--- config.mk ---
export PLATFORM = sky130hd
export DESIGN_NAME = r2y_front
export DESIGN_NICKNAME = d
export VERILOG_FILES = /design/src/hw/rtl/r2y_pkg.sv /design/src/hw/rtl/r2y_front.sv
export SDC_FILE = /design/constraint.sdc
export NUM_CORES = 1
export LEC_CHECK = 0
export BUFFER_PORTS_ARGS = -buffer_cell sky130_fd_sc_hd__buf_2
export CORE_MARGIN = 10
export CORE_UTILIZATION = 40
export DETAILED_ROUTE_END_ITERATION = 8
export HOLD_SLACK_MARGIN = 0.12
export PLACE_DENSITY_LB_ADDON = 0.3
export REMOVE_ABC_BUFFERS = 1
export SLEW_MARGIN = 30
export SYNTH_ARGS = -nofsm -noshare
export SYNTH_HDL_FRONTEND = slang
export SYNTH_SLANG_ARGS = --single-unit
--- constraint.sdc ---
create_clock -name clk_i -period 5.5 [get_ports clk_i]
set_input_delay 1.375 -clock clk_i [delete_from_list [all_inputs] [get_ports clk_i]]
set_output_delay 1.375 -clock clk_i [all_outputs]
set_load 0.005 [all_outputs]
--- src/hw/rtl/r2y_pkg.sv ---
// Shared types and constants for the RGB to YUV 4:2:0 converter.
// Used by every module of the block; depends on nothing else.
package r2y_pkg;

  // Configuration register widths and indexes.
  localparam int CfgW   = 12;
  localparam int CfgIdxW = 1;
  localparam logic [CfgIdxW-1:0] RegFrameWidth  = 1'b0;
  localparam logic [CfgIdxW-1:0] RegFrameHeight = 1'b1;
  localparam logic [CfgW-1:0] ResetWidth  = 12'd640;
  localparam logic [CfgW-1:0] ResetHeight = 12'd480;
  localparam logic [CfgW-1:0] MinDim      = 12'd2;

  // Line geometry.
  localparam int MaxWidth  = 2048;
  localparam int MaxHeight = 2048;
  localparam int ColW      = $clog2(MaxWidth);
  localparam int AddrW     = ColW - 1;
  localparam int RowW      = 11;
  localparam logic [CfgW-1:0] MaxWidthV  = CfgW'(MaxWidth);
  localparam logic [CfgW-1:0] MaxHeightV = CfgW'(MaxHeight);

  // Queue depths.
  localparam int OpDepth   = 4;
  localparam int OpPtrW    = $clog2(OpDepth);
  localparam int OpCntW    = $clog2(OpDepth + 1);
  localparam int OutDepth  = 8;
  localparam int OutPtrW   = $clog2(OutDepth);
  localparam int OutCntW   = $clog2(OutDepth + 1);

  // BT.601 coefficients, 15 fractional bits.
  localparam int LumaW = 24;
  localparam int ChrW  = 25;
  localparam logic [LumaW-1:0] CoefYR = 24'd9798;
  localparam logic [LumaW-1:0] CoefYG = 24'd19235;
  localparam logic [LumaW-1:0] CoefYB = 24'd3736;
  localparam logic signed [ChrW-1:0] CoefUR = -25'sd5538;
  localparam logic signed [ChrW-1:0] CoefUG = -25'sd10846;
  localparam logic signed [ChrW-1:0] CoefUB = 25'sd16351;
  localparam logic signed [ChrW-1:0] CoefVR = 25'sd16351;
  localparam logic signed [ChrW-1:0] CoefVG = -25'sd13697;
  localparam logic signed [ChrW-1:0] CoefVB = -25'sd2664;
  localparam int FracBits = 15;
  localparam logic signed [ChrW-1:0] ChromaOffset = 25'sd128;
  localparam logic signed [ChrW-1:0] ChromaMax    = 25'sd255;

  typedef struct packed {
    logic [7:0] red;
    logic [7:0] green;
    logic [7:0] blue;
  } pixel_t;

  typedef struct packed {
    logic [7:0] luma;
    logic       chroma_valid;
    logic [7:0] chroma_u;
    logic [7:0] chroma_v;
    logic       frame_end;
  } result_t;

  // What the back end does with a word.
  typedef enum logic [1:0] {
    OP_STORE_UPPER = 2'd0,
    OP_HOLD_LEFT   = 2'd1,
    OP_BLOCK       = 2'd2
  } op_kind_e;

  typedef struct packed {
    pixel_t           pix;
    op_kind_e         kind;
    logic [ColW-1:0]  col;
    logic             frame_end;
  } op_t;

endpackage

--- src/hw/rtl/r2y_front.sv ---
// Front end: frame geometry registers, raster counters, word classification
// and the short operation queue toward the back end. Uses r2y_pkg.
module r2y_front (
  input  logic                        clk_i,
  input  logic                        rst_ni,
  input  logic                        cfg_we_i,
  input  logic [r2y_pkg::CfgIdxW-1:0] cfg_idx_i,
  input  logic [r2y_pkg::CfgW-1:0]    cfg_wdata_i,
  input  logic                        push_i,
  output logic                        full_o,
  input  r2y_pkg::pixel_t             in_data_i,
  output logic                        op_valid_o,
  input  logic                        op_pop_i,
  output r2y_pkg::op_t                op_o
);

  logic [r2y_pkg::CfgW-1:0] width_q, height_q;
  logic [r2y_pkg::CfgW-1:0] w_even, h_even, eff_w, eff_h;
  logic [r2y_pkg::CfgW-1:0] col_inc, row_inc;
  logic [r2y_pkg::ColW-1:0] col_q, col_d;
  logic [r2y_pkg::RowW-1:0] row_q, row_d;
  logic                     row_end, last_row, accept;
  r2y_pkg::op_t             op_new;

  r2y_pkg::op_t               q_mem [r2y_pkg::OpDepth];
  logic [r2y_pkg::OpPtrW-1:0] wr_ptr_q, rd_ptr_q;
  logic [r2y_pkg::OpCntW-1:0] cnt_q, cnt_d;
  logic                       do_pop;

  always_ff @(posedge clk_i or negedge rst_ni) begin
    if (!rst_ni) begin
      width_q  <= r2y_pkg::ResetWidth;
      height_q <= r2y_pkg::ResetHeight;
    end else if (cfg_we_i) begin
      unique case (cfg_idx_i)
        r2y_pkg::RegFrameWidth:  width_q  <= cfg_wdata_i;
        r2y_pkg::RegFrameHeight: height_q <= cfg_wdata_i;
        default: ;
      endcase
    end
  end

  // Effective geometry: low bit dropped, then limited to the legal range.
  always_comb begin
    w_even = {width_q[r2y_pkg::CfgW-1:1], 1'b0};
    h_even = {height_q[r2y_pkg::CfgW-1:1], 1'b0};
    priority if (w_even < r2y_pkg::MinDim) begin
      eff_w = r2y_pkg::MinDim;
    end else if (w_even > r2y_pkg::MaxWidthV) begin
      eff_w = r2y_pkg::MaxWidthV;
    end else begin
      eff_w = w_even;
    end
    priority if (h_even < r2y_pkg::MinDim) begin
      eff_h = r2y_pkg::MinDim;
    end else if (h_even > r2y_pkg::MaxHeightV) begin
      eff_h = r2y_pkg::MaxHeightV;
    end else begin
      eff_h = h_even;
    end
  end

  assign accept   = push_i && !full_o;
  assign col_inc  = r2y_pkg::CfgW'(col_q) + r2y_pkg::CfgW'(1);
  assign row_inc  = r2y_pkg::CfgW'(row_q) + r2y_pkg::CfgW'(1);
  assign row_end  = (col_inc >= eff_w);
  assign last_row = (row_inc >= eff_h);

  always_comb begin
    col_d = col_q;
    row_d = row_q;
    if (accept) begin
      if (row_end) begin
        col_d = '0;
        row_d = last_row ? '0 : row_inc[r2y_pkg::RowW-1:0];
      end else begin
        col_d = col_inc[r2y_pkg::ColW-1:0];
      end
    end
  end

  always_ff @(posedge clk_i or negedge rst_ni) begin
    if (!rst_ni) begin
      col_q <= '0;
      row_q <= '0;
    end else begin
      col_q <= col_d;
      row_q <= row_d;
    end
  end

  // Even rows fill the line store; odd rows pair up left and right pixels.
  always_comb begin
    op_new.pix       = in_data_i;
    op_new.col       = col_q;
    op_new.frame_end = row_end && last_row;
    priority if (!row_q[0]) begin
      op_new.kind = r2y_pkg::OP_STORE_UPPER;
    end else if (!col_q[0]) begin
      op_new.kind = r2y_pkg::OP_HOLD_LEFT;
    end else begin
      op_new.kind = r2y_pkg::OP_BLOCK;
    end
  end

  assign full_o     = (cnt_q == r2y_pkg::OpCntW'(r2y_pkg::OpDepth));
  assign op_valid_o = (cnt_q != '0);
  assign do_pop     = op_pop_i && op_valid_o;
  assign op_o       = q_mem[rd_ptr_q];

  always_comb begin
    cnt_d = cnt_q;
    if (accept && !do_pop) begin
      cnt_d = cnt_q + r2y_pkg::OpCntW'(1);
    end else if (!accept && do_pop) begin
      cnt_d = cnt_q - r2y_pkg::OpCntW'(1);
    end
  end

  always_ff @(posedge clk_i or negedge rst_ni) begin
    if (!rst_ni) begin
      wr_ptr_q <= '0;
      rd_ptr_q <= '0;
      cnt_q    <= '0;
    end else begin
      cnt_q <= cnt_d;
      if (accept) begin
        wr_ptr_q <= wr_ptr_q + r2y_pkg::OpPtrW'(1);
      end
      if (do_pop) begin
        rd_ptr_q <= rd_ptr_q + r2y_pkg::OpPtrW'(1);
      end
    end
  end

  always_ff @(posedge clk_i) begin
    if (accept) begin
      q_mem[wr_ptr_q] <= op_new;
    end
  end

endmodule

==> summary.txt, run 1 <==
Run status
  • Result of the run: complete, no violations

Yosys
  • Post-synthesis register bit count: 203
  • Dominant synthesized flop cell: sky130_fd_sc_hd__edfxtp_1
  • Count of flip-flops with a built-in enable after synthesis: 152
  • Number of standard cells after synthesis: 509
  • Library cells used by synthesis: 46
  • Share of flip-flops with an asynchronous set or reset after synthesis: 25.12%
  • Total standard cell area after synthesis: 8524 um^2
  • Warning count from the yosys run: 0
  • Portion of the post-synthesis area used by sequential elements: 68.60%
  • Per-instance average area after synthesis: 16.75 um^2

Global route
  • Via count of the first global-routing pass: 4,908
  • GRT Residual Overflow: 0
  • Wire length of the first global-routing pass: 26.23 mm
  • Initial antenna violation count: 0
  • Largest net degree at the start of global routing: 52
  • Total routing usage reported by global routing: 11.49%

Hold path
  • Class of the worst hold path: reg -> reg
  • Worst hold path stage count: 1

Drt
  • Number of search-and-repair iterations in the first detailed-routing pass: 4
  • Total wire length after detailed routing: 16.11 mm
  • Number of vias after detailed routing: 4,588
  • Post-route ant nets: 0
  • Average wire length per cell after detail routing: 18.16 um
  • Detailed-route DRC error count: 0
  • Number of vias per cell after detailed routing: 5.172
  • DRT iter0 DRCs: 232

Finish
  • Post-route insts no fill: 887
  • Core occupancy in the finished layout: 46.85%
  • Number of nets at the end of the flow: 670
  • Most used cells in the layout excluding fill and tap cells: sky130_fd_sc_hd__edfxtp_1 (152), sky130_fd_sc_hd__buf_2 (80), sky130_fd_sc_hd__nand2_1 (47)
  • Commonest non-fill, non-tap cell in the layout: sky130_fd_sc_hd__edfxtp_1
  • Layout Area Growth over Synthesis: 15.54%
  • Count of inserted antenna diode cells: 0
  • Fraction of final layout cells with drive strength greater than 1: 31.37%

Timing
  • Setup repair after global routing missed its margin: false
  • Total setup violations reported at the end of the flow: 0
  • Min Tclk post-route: 3761 ps
  • Fmax achieved: 0.2659 GHz
  • Hold_ws: 541.1 ps
  • Final Slew Violations: 0
  • Transition at the pin with the smallest max-transition slack: 905.3 ps
  • Final sum of negative setup slack: 0 ps
  • Final count of hold timing violations: 0
  • Ratio of final minimum period to clock period: 68.37%
  • Worst setup margin: 1739 ps
  • Tightest slew margin relative to the limit: 39.52%
  • Post-route clock skew: 6.647 ps

Clocking
  • CTS buffer count: 22
  • Number of gates given a new drive strength after cts: 0
  • CTS H-Tree Depth: 1
  • Register clock-pin slew on the reported worst setup and hold paths: 60 ps
  • Setup Fix Bufs, Post-CTS: 0
  • Clock Sink Count: 203
  • Max Root-Sink Buffers: 3
  • Clock tree from TritonCTS: done
  • CTS hold repair buffers: 0
  • Clock latency on the worst-skew pair: 500 ps
  • Cell at the root of the clock tree: sky130_fd_sc_hd__clkbuf_16

Critical path
  • Required time of the critical path: 4120 ps
  • Setup Crit Path Kind: reg -> out
  • Endpoint arrival time on the critical path: 2390 ps
  • Worst-case reg-to-reg path depth: 13
  • Element type at the critical path start: flip-flop
  • Crit Path Max Fanout: 27
  • Setup crit end kind: output pin

Floorplan
  • Die width: 166.0 um
  • Full die area: 27,550 um^2
  • Starting utilization of the core area: 40.55%
  • Core region area: 21,020 um^2
  • Num rows: 53
  • Boundary Pins: 82
  • Die Height: 166.0 um

Power
  • IR Drop Worst-Case VDD: 0.1979 mV
  • Power per Cell Area: 499.0 nW/um^2
  • Leakage: 3.793 nW

Placed design
  • Half-perimeter wire length after placement: 10.27 mm
  • Place WS: 1913 ps
  • Cell count after placement: 849
  • Port buffer count: 80
  • Weighted congestion reported at the end of routability-driven placement: 0.8107

Run
  • Max-capacitance violation count: 0
-- layer usage --
| layer | global-route usage (%) | wire, um | up-vias |
|---|---|---|---|
| li1 | - | - | 2128 |
| met1 | 14.30 | 7072 | 2312 |
| met2 | 19.45 | 7833 | 112 |
| met3 | 2.887 | 863 | 36 |
| met4 | 3.159 | 343 | 0 |
| met5 | 0 | 0 | - |
-- sequential cells by signal, indices dropped and copies added (netlist names) --
signal    flops
cnt_q         3
col_q        11
height_q     11
q_mem       152
rd_ptr_q      2
row_q        11
width_q      11
wr_ptr_q      2
-- report_power, final --
group	internal (mW)	switching [mW]	total [mW]	leakage, nW
Clock	0.733	0.555	1.29	0.298
Sequential	2.06	0.285	2.34	2.03
Combinational	0.660	0.624	1.28	1.46
-- area by class of cell --
| type | count | area, um^2 |
|---|---|---|
| flip-flops and latches | 203 | 5856 |
| fillers | 1794 | 11170 |
| well taps | 275 | 344.1 |
| repair buffers | 82 | 415.4 |
| multi-input cells | 271 | 2540 |
| clock buffers | 28 | 573.1 |
| inverters | 18 | 67.56 |
| clock inverters | 10 | 53.80 |
-- cells in the mapped netlist, drive strengths merged, types with 3 or more instances --
cell type | n | share of area [%]
a21oi | 11 | 0.65
a22o | 8 | 0.90
and2 | 6 | 0.46
and3 | 10 | 0.75
buf | 6 | 0.43
clkbuf | 11 | 0.50
dfrtp | 45 | 13
dfstp | 6 | 1.8
edfxtp | 152 | 54
ha | 29 | 4.3
inv | 17 | 0.75
mux2 | 23 | 3.0
mux4 | 38 | 10
nand2 | 47 | 2.1
nand3 | 10 | 0.59
nor2 | 16 | 0.73
nor2b | 3 | 0.22
nor4 | 4 | 0.29
o21ai | 21 | 1.3
o21bai | 3 | 0.26
xnor2 | 16 | 1.6
xor2 | 8 | 0.82
-- per-stage QoR --
stage / total power, mW / cell area [um^2]
floorplan: 3.143 / 8446
finish: 4.915 / 9849
detailed placement: 3.705 / 9220
global placement: 3.632 / 9213
CTS: 5.011 / 9847
global route: 5.223 / 9849
-- logic make-up (layout without fill, tap and decap cells) --
| logic type | Yosys count | in the layout | share of synthesized area (%) |
|---|---|---|---|
| buffers and inverters | 35 | 138 | 1.717 |
| DFF | 203 | 203 | 68.60 |
| AOI/OAI and AO/OA | 52 | 52 | 3.934 |
| adders and majority gates | 30 | 30 | 4.491 |
| xor gates and xnor gates | 24 | 24 | 2.466 |
| muxes | 61 | 61 | 13.08 |
| and+or+nand+nor | 104 | 104 | 5.710 |
-- path summary, 6_finish.rpt --
| path | start | to | slack (ps) |
|---|---|---|---|
| max in group asynchronous | rst_ni | rd_ptr_q[0]$_DFFE_PN0P_ | 4010 |
| min | width_q[5]$_DFFE_PN0P_ | width_q[5]$_DFFE_PN0P_ | 540 |
| min in group asynchronous | rst_ni | height_q[10]$_DFFE_PN0P_ | 990 |
| max | rd_ptr_q[0]$_DFFE_PN0P_ | op_o[29] | 1740 |
| max reg2reg | col_q[0]$_DFFE_PN0P_ | row_q[6]$_DFFE_PN0P_ | 2120 |
| min reg2reg | width_q[5]$_DFFE_PN0P_ | width_q[5]$_DFFE_PN0P_ | 540 |
-- critical path: stages, from the launching register on --
cell                      delay (ps)
sky130_fd_sc_hd__dfrtp_4         770
sky130_fd_sc_hd__buf_4           390
sky130_fd_sc_hd__mux4_2          570
sky130_fd_sc_hd__buf_2           150
Power figures use the tool's default switching activity.
==> inputs of run 2 (changes only) <==
--- a/config.mk
+++ b/config.mk
@@ -5,6 +5,7 @@
 export SDC_FILE = /design/constraint.sdc
 export NUM_CORES = 1
 export LEC_CHECK = 0
+export ABC_AREA = 1
 export BUFFER_PORTS_ARGS = -buffer_cell sky130_fd_sc_hd__buf_2
 export CORE_MARGIN = 10
 export CORE_UTILIZATION = 40
==> constraint.sdc (replaced) <==
create_clock -name clk_i -period 3.92 [get_ports clk_i]
set_input_delay 0.98 -clock clk_i [delete_from_list [all_inputs] [get_ports clk_i]]
set_output_delay 0.98 -clock clk_i [all_outputs]
set_load 0.005 [all_outputs]
==> run 2 against run 1 <==
Critical endpoint is now op_o[36]. Final cell count grew 35%. Hold slack got worse by 51 ps. Critical path type unchanged. Sequential power increased by 31%. Via count increased by 27%. Clock power increased by 57%.
==> summary.txt, run 2 <==
Global route
  • Wire length of the first global-routing pass: 29.41 mm (+12%)
  • Total routing usage reported by global routing: 12.38% (+0.89 points)
  • Via count of the first global-routing pass: 5,869 (+20%)
  • Largest net degree at the start of global routing: 78 (+50%)
  • Initial antenna violation count: 0 (unchanged)
  • GRT Residual Overflow: 0 (unchanged)

Drt
  • Total wire length after detailed routing: 17.94 mm (+11%)
  • Post-route ant nets: 0 (unchanged)
  • DRT iter0 DRCs: 331 (+43%)
  • Detailed-route DRC error count: 0 (unchanged)
  • Number of vias after detailed routing: 5,845 (+27%)
  • Number of vias per cell after detailed routing: 4.883 (-5.6%)
  • Number of search-and-repair iterations in the first detailed-routing pass: 4 (unchanged)
  • Average wire length per cell after detail routing: 14.99 um (-17%)

Clocking
  • CTS hold repair buffers: 0 (unchanged)
  • Clock latency on the worst-skew pair: 500 ps (about the same)
  • Setup Fix Bufs, Post-CTS: 0 (unchanged)
  • CTS H-Tree Depth: 1 (unchanged)
  • Register clock-pin slew on the reported worst setup and hold paths: 60 ps (about the same)
  • Cell at the root of the clock tree: sky130_fd_sc_hd__clkbuf_16
  • Clock Sink Count: 203 (unchanged)
  • CTS buffer count: 22 (unchanged)
  • Number of gates given a new drive strength after cts: 0 (unchanged)
  • Clock tree from TritonCTS: done
  • Max Root-Sink Buffers: 3 (unchanged)

Placed design
  • Half-perimeter wire length after placement: 11.63 mm (+13%)
  • Port buffer count: 80 (unchanged)
  • Cell count after placement: 1,157 (+36%)
  • Weighted congestion reported at the end of routability-driven placement: 0.8027 (-0.99%)
  • Cell area after placement: 9676 um^2 (+4.9%)

Yosys
  • Dominant synthesized flop cell: sky130_fd_sc_hd__edfxtp_1
  • Share of flip-flops with an asynchronous set or reset after synthesis: 25.12% (unchanged)
  • Total standard cell area after synthesis: 8887 um^2 (+4.3%)
  • Number of standard cells after synthesis: 816 (+60%)
  • Library cells used by synthesis: 36 (-22%)
  • Per-instance average area after synthesis: 10.89 um^2 (-35%)
  • Portion of the post-synthesis area used by sequential elements: 65.80% (-2.8 points)
  • Most frequent cells after synthesis: sky130_fd_sc_hd__nand2_1 (160), sky130_fd_sc_hd__edfxtp_1 (152), sky130_fd_sc_hd__nor2_1 (115)
  • Count of flip-flops with a built-in enable after synthesis: 152 (unchanged)
  • Post-synthesis register bit count: 203 (unchanged)
  • Biggest area consumer among synthesized cells: sky130_fd_sc_hd__edfxtp_1
  • Dominant cell by count in the synthesized netlist: sky130_fd_sc_hd__nand2_1
  • Warning count from the yosys run: 0 (unchanged)
  • Yosys top cell area share: 51.36% (-2.2 points)
  • Top area cells in the synthesized netlist: sky130_fd_sc_hd__edfxtp_1 (51%), sky130_fd_sc_hd__dfrtp_1 (13%), sky130_fd_sc_hd__nand2_1 (6.8%)

Finish
  • Biggest register: q_mem
  • Cell area after layout: 10,400 um^2 (+5.6%)
  • Number of nets at the end of the flow: 973 (+45%)
  • Count of inserted antenna diode cells: 0 (unchanged)
  • Max reg flops: 152 (unchanged)
  • Layout filler cell count: 1,990 (+11%)
  • Most used cells in the layout excluding fill and tap cells: sky130_fd_sc_hd__nand2_1 (160), sky130_fd_sc_hd__edfxtp_1 (152), sky130_fd_sc_hd__nor2_1 (111)
  • Post-route insts no fill: 1,197 (+35%)
  • Commonest non-fill, non-tap cell in the layout: sky130_fd_sc_hd__nand2_1
  • Fraction of final layout cells with drive strength greater than 1: 16.58% (-15 points)
  • Layout Area Growth over Synthesis: 16.98%

Critical path
  • Element type at the critical path start: flip-flop
  • Crit-path cells: inv_2 -> buf_4 -> nor2_1 -> o22ai_1 -> buf_2
  • CP max-delay cell: sky130_fd_sc_hd__inv_2
  • Setup crit end kind: output pin
  • Maximum cell stage delay along the critical path: 520 ps (-250 ps)
  • Crit Path Max Fanout: 45 (+67%)
  • Number of buffer and inverter stages on the critical path: 3 (+1)
  • Delay-heaviest family, CP: buffers and inverters
  • Required time of the critical path: 2940 ps (-1180 ps)
  • Setup Crit Path Kind: reg -> out
  • Endpoint arrival time on the critical path: 2250 ps (-140 ps)

Timing
  • Total setup violations reported at the end of the flow: 0 (unchanged)
  • Final count of hold timing violations: 0 (unchanged)
  • Setup repair after global routing missed its margin: false
  • Fmax achieved: 0.3095 GHz
  • Transition at the pin with the smallest max-transition slack: 759.5 ps (-145.8 ps)
  • Min Tclk post-route: 3231 ps
  • Tightest slew margin relative to the limit: 49.36% (+9.8 points)
  • Ratio of final minimum period to clock period: 82.42%
  • Final sum of negative setup slack: 0 ps (unchanged)
  • Post-route clock skew: 10.10 ps (+3.454 ps)
  • Final Slew Violations: 0 (unchanged)

Floorplan
  • Full die area: 28,580 um^2 (+3.7%)
  • Core region area: 21,820 um^2 (+3.8%)
  • Num rows: 54 (+1.9%)
  • Starting utilization of the core area: 40.72% (+0.17 points)
  • Die width: 169.1 um (+1.8%)
  • Boundary Pins: 82 (unchanged)
  • Die Height: 169.1 um (+1.8%)

Power
  • Switching portion of total power: 33.58% (+3.8 points)
  • Clock share of power: 27.4% (+1.2 points)
  • Flop pwr share: 41.5% (-6.2 points)
  • Power consumption: 7.400 mW (+51%)
  • Leakage: 4.273 nW (+13%)
  • Internal power summed over all cells: 4.915 mW (+42%)
  • Part of the total power dissipated in combinational logic: 31.1% (+5.0 points)
  • Power per Cell Area: 711.8 nW/um^2 (+43%)
  • IR Drop Worst-Case VDD: 0.2898 mV (+46%)
  • Sw Pwr: 2.485 mW (+70%)

Hold path
  • Class of the worst hold path: reg -> reg

Run status
  • Result of the run: complete, no violations

Run
  • Max-capacitance violation count: 0 (unchanged)
run 2: cell families (layout without fill, tap and decap cells):
logic type      after synthesis  after routing  share of synthesized area [%]
flops                       203            203                          65.80
fa+ha+maj                    30             30                          4.308
xor+xnor                     17             17                          1.675
compound gates              159            159                          9.869
mux                           1              1                         0.1267
simple gates                304            304                          13.63
buf+inv                     102            203                          4.590
run 2: layout make-up:
cell class | instances | area (um^2) | area share [%]
clock buffers | 27 | 569.3 | 5.476
inverters | 69 | 259.0 | 2.491
multi-input cells | 511 | 2661 | 25.60
flip-flops and latches | 203 | 5849 | 56.26
clock inverters | 13 | 151.4 | 1.456
repair buffers | 94 | 555.5 | 5.344
well taps | 280 | 350.3 | 3.370
run 2: final timing paths:
check	startpoint	endpoint	slack, ps	depth (start not counted)
max	rd_ptr_q[0]$_DFFE_PN0P_	op_o[36]	690	5
min	height_q[11]$_DFFE_PN0P_	height_q[11]$_DFFE_PN0P_	490	2
max reg2reg	row_q[0]$_DFFE_PN0P_	row_q[8]$_DFFE_PN0P_	960	17
min reg2reg	height_q[11]$_DFFE_PN0P_	height_q[11]$_DFFE_PN0P_	490	2
max in group asynchronous	rst_ni	width_q[7]$_DFFE_PN1P_	2600	2
min in group asynchronous	rst_ni	height_q[2]$_DFFE_PN0P_	520	1
run 2: through the flow:
stage / utilization (%) / setup slack (ps) / hold WS (ps)
2_1_floorplan: - / 107.8 / 453.0
3_3_place_gp: 44.34 / 1050 / 469.2
3_5_place_dp: 44.34 / 1016 / 476.8
4_1_cts: 47.64 / 653.7 / 491.8
5_1_grt: 47.64 / 531.0 / 520.0
6_report: 47.64 / 689.2 / 490.4
run 2: layer usage:
metal / wire length [um] / global-route usage (%) / vias to the layer above
met5: 0 / 0 / -
met3: 869 / 2.872 / 23
met2: 8382 / 20.82 / 111
met4: 299 / 2.739 / 0
met1: 8385 / 15.93 / 2741
li1: - / - / 2970
run 2: power groups by stage:
stage | Sequential [mW] | Combinational (mW) | Clock [mW]
4_1_cts | 3.07 | 2.36 | 2.08
6_report | 3.07 | 2.30 | 2.03
2_1_floorplan | 3.14 | 1.28 | 0
3_5_place_dp | 3.11 | 2.35 | 0
5_1_grt | 3.12 | 2.64 | 2.17
3_3_place_gp | 3.11 | 2.31 | 0
run 2: worst min-delay path, delay by kind of cell (launching register included):
| family | cells | cell delay (ps) |
|---|---|---|
| flip-flops | 1 | 340 |
| AO/OA/AOI/OAI | 1 | 60 |
| AND/OR/NAND/NOR | 1 | 50 |
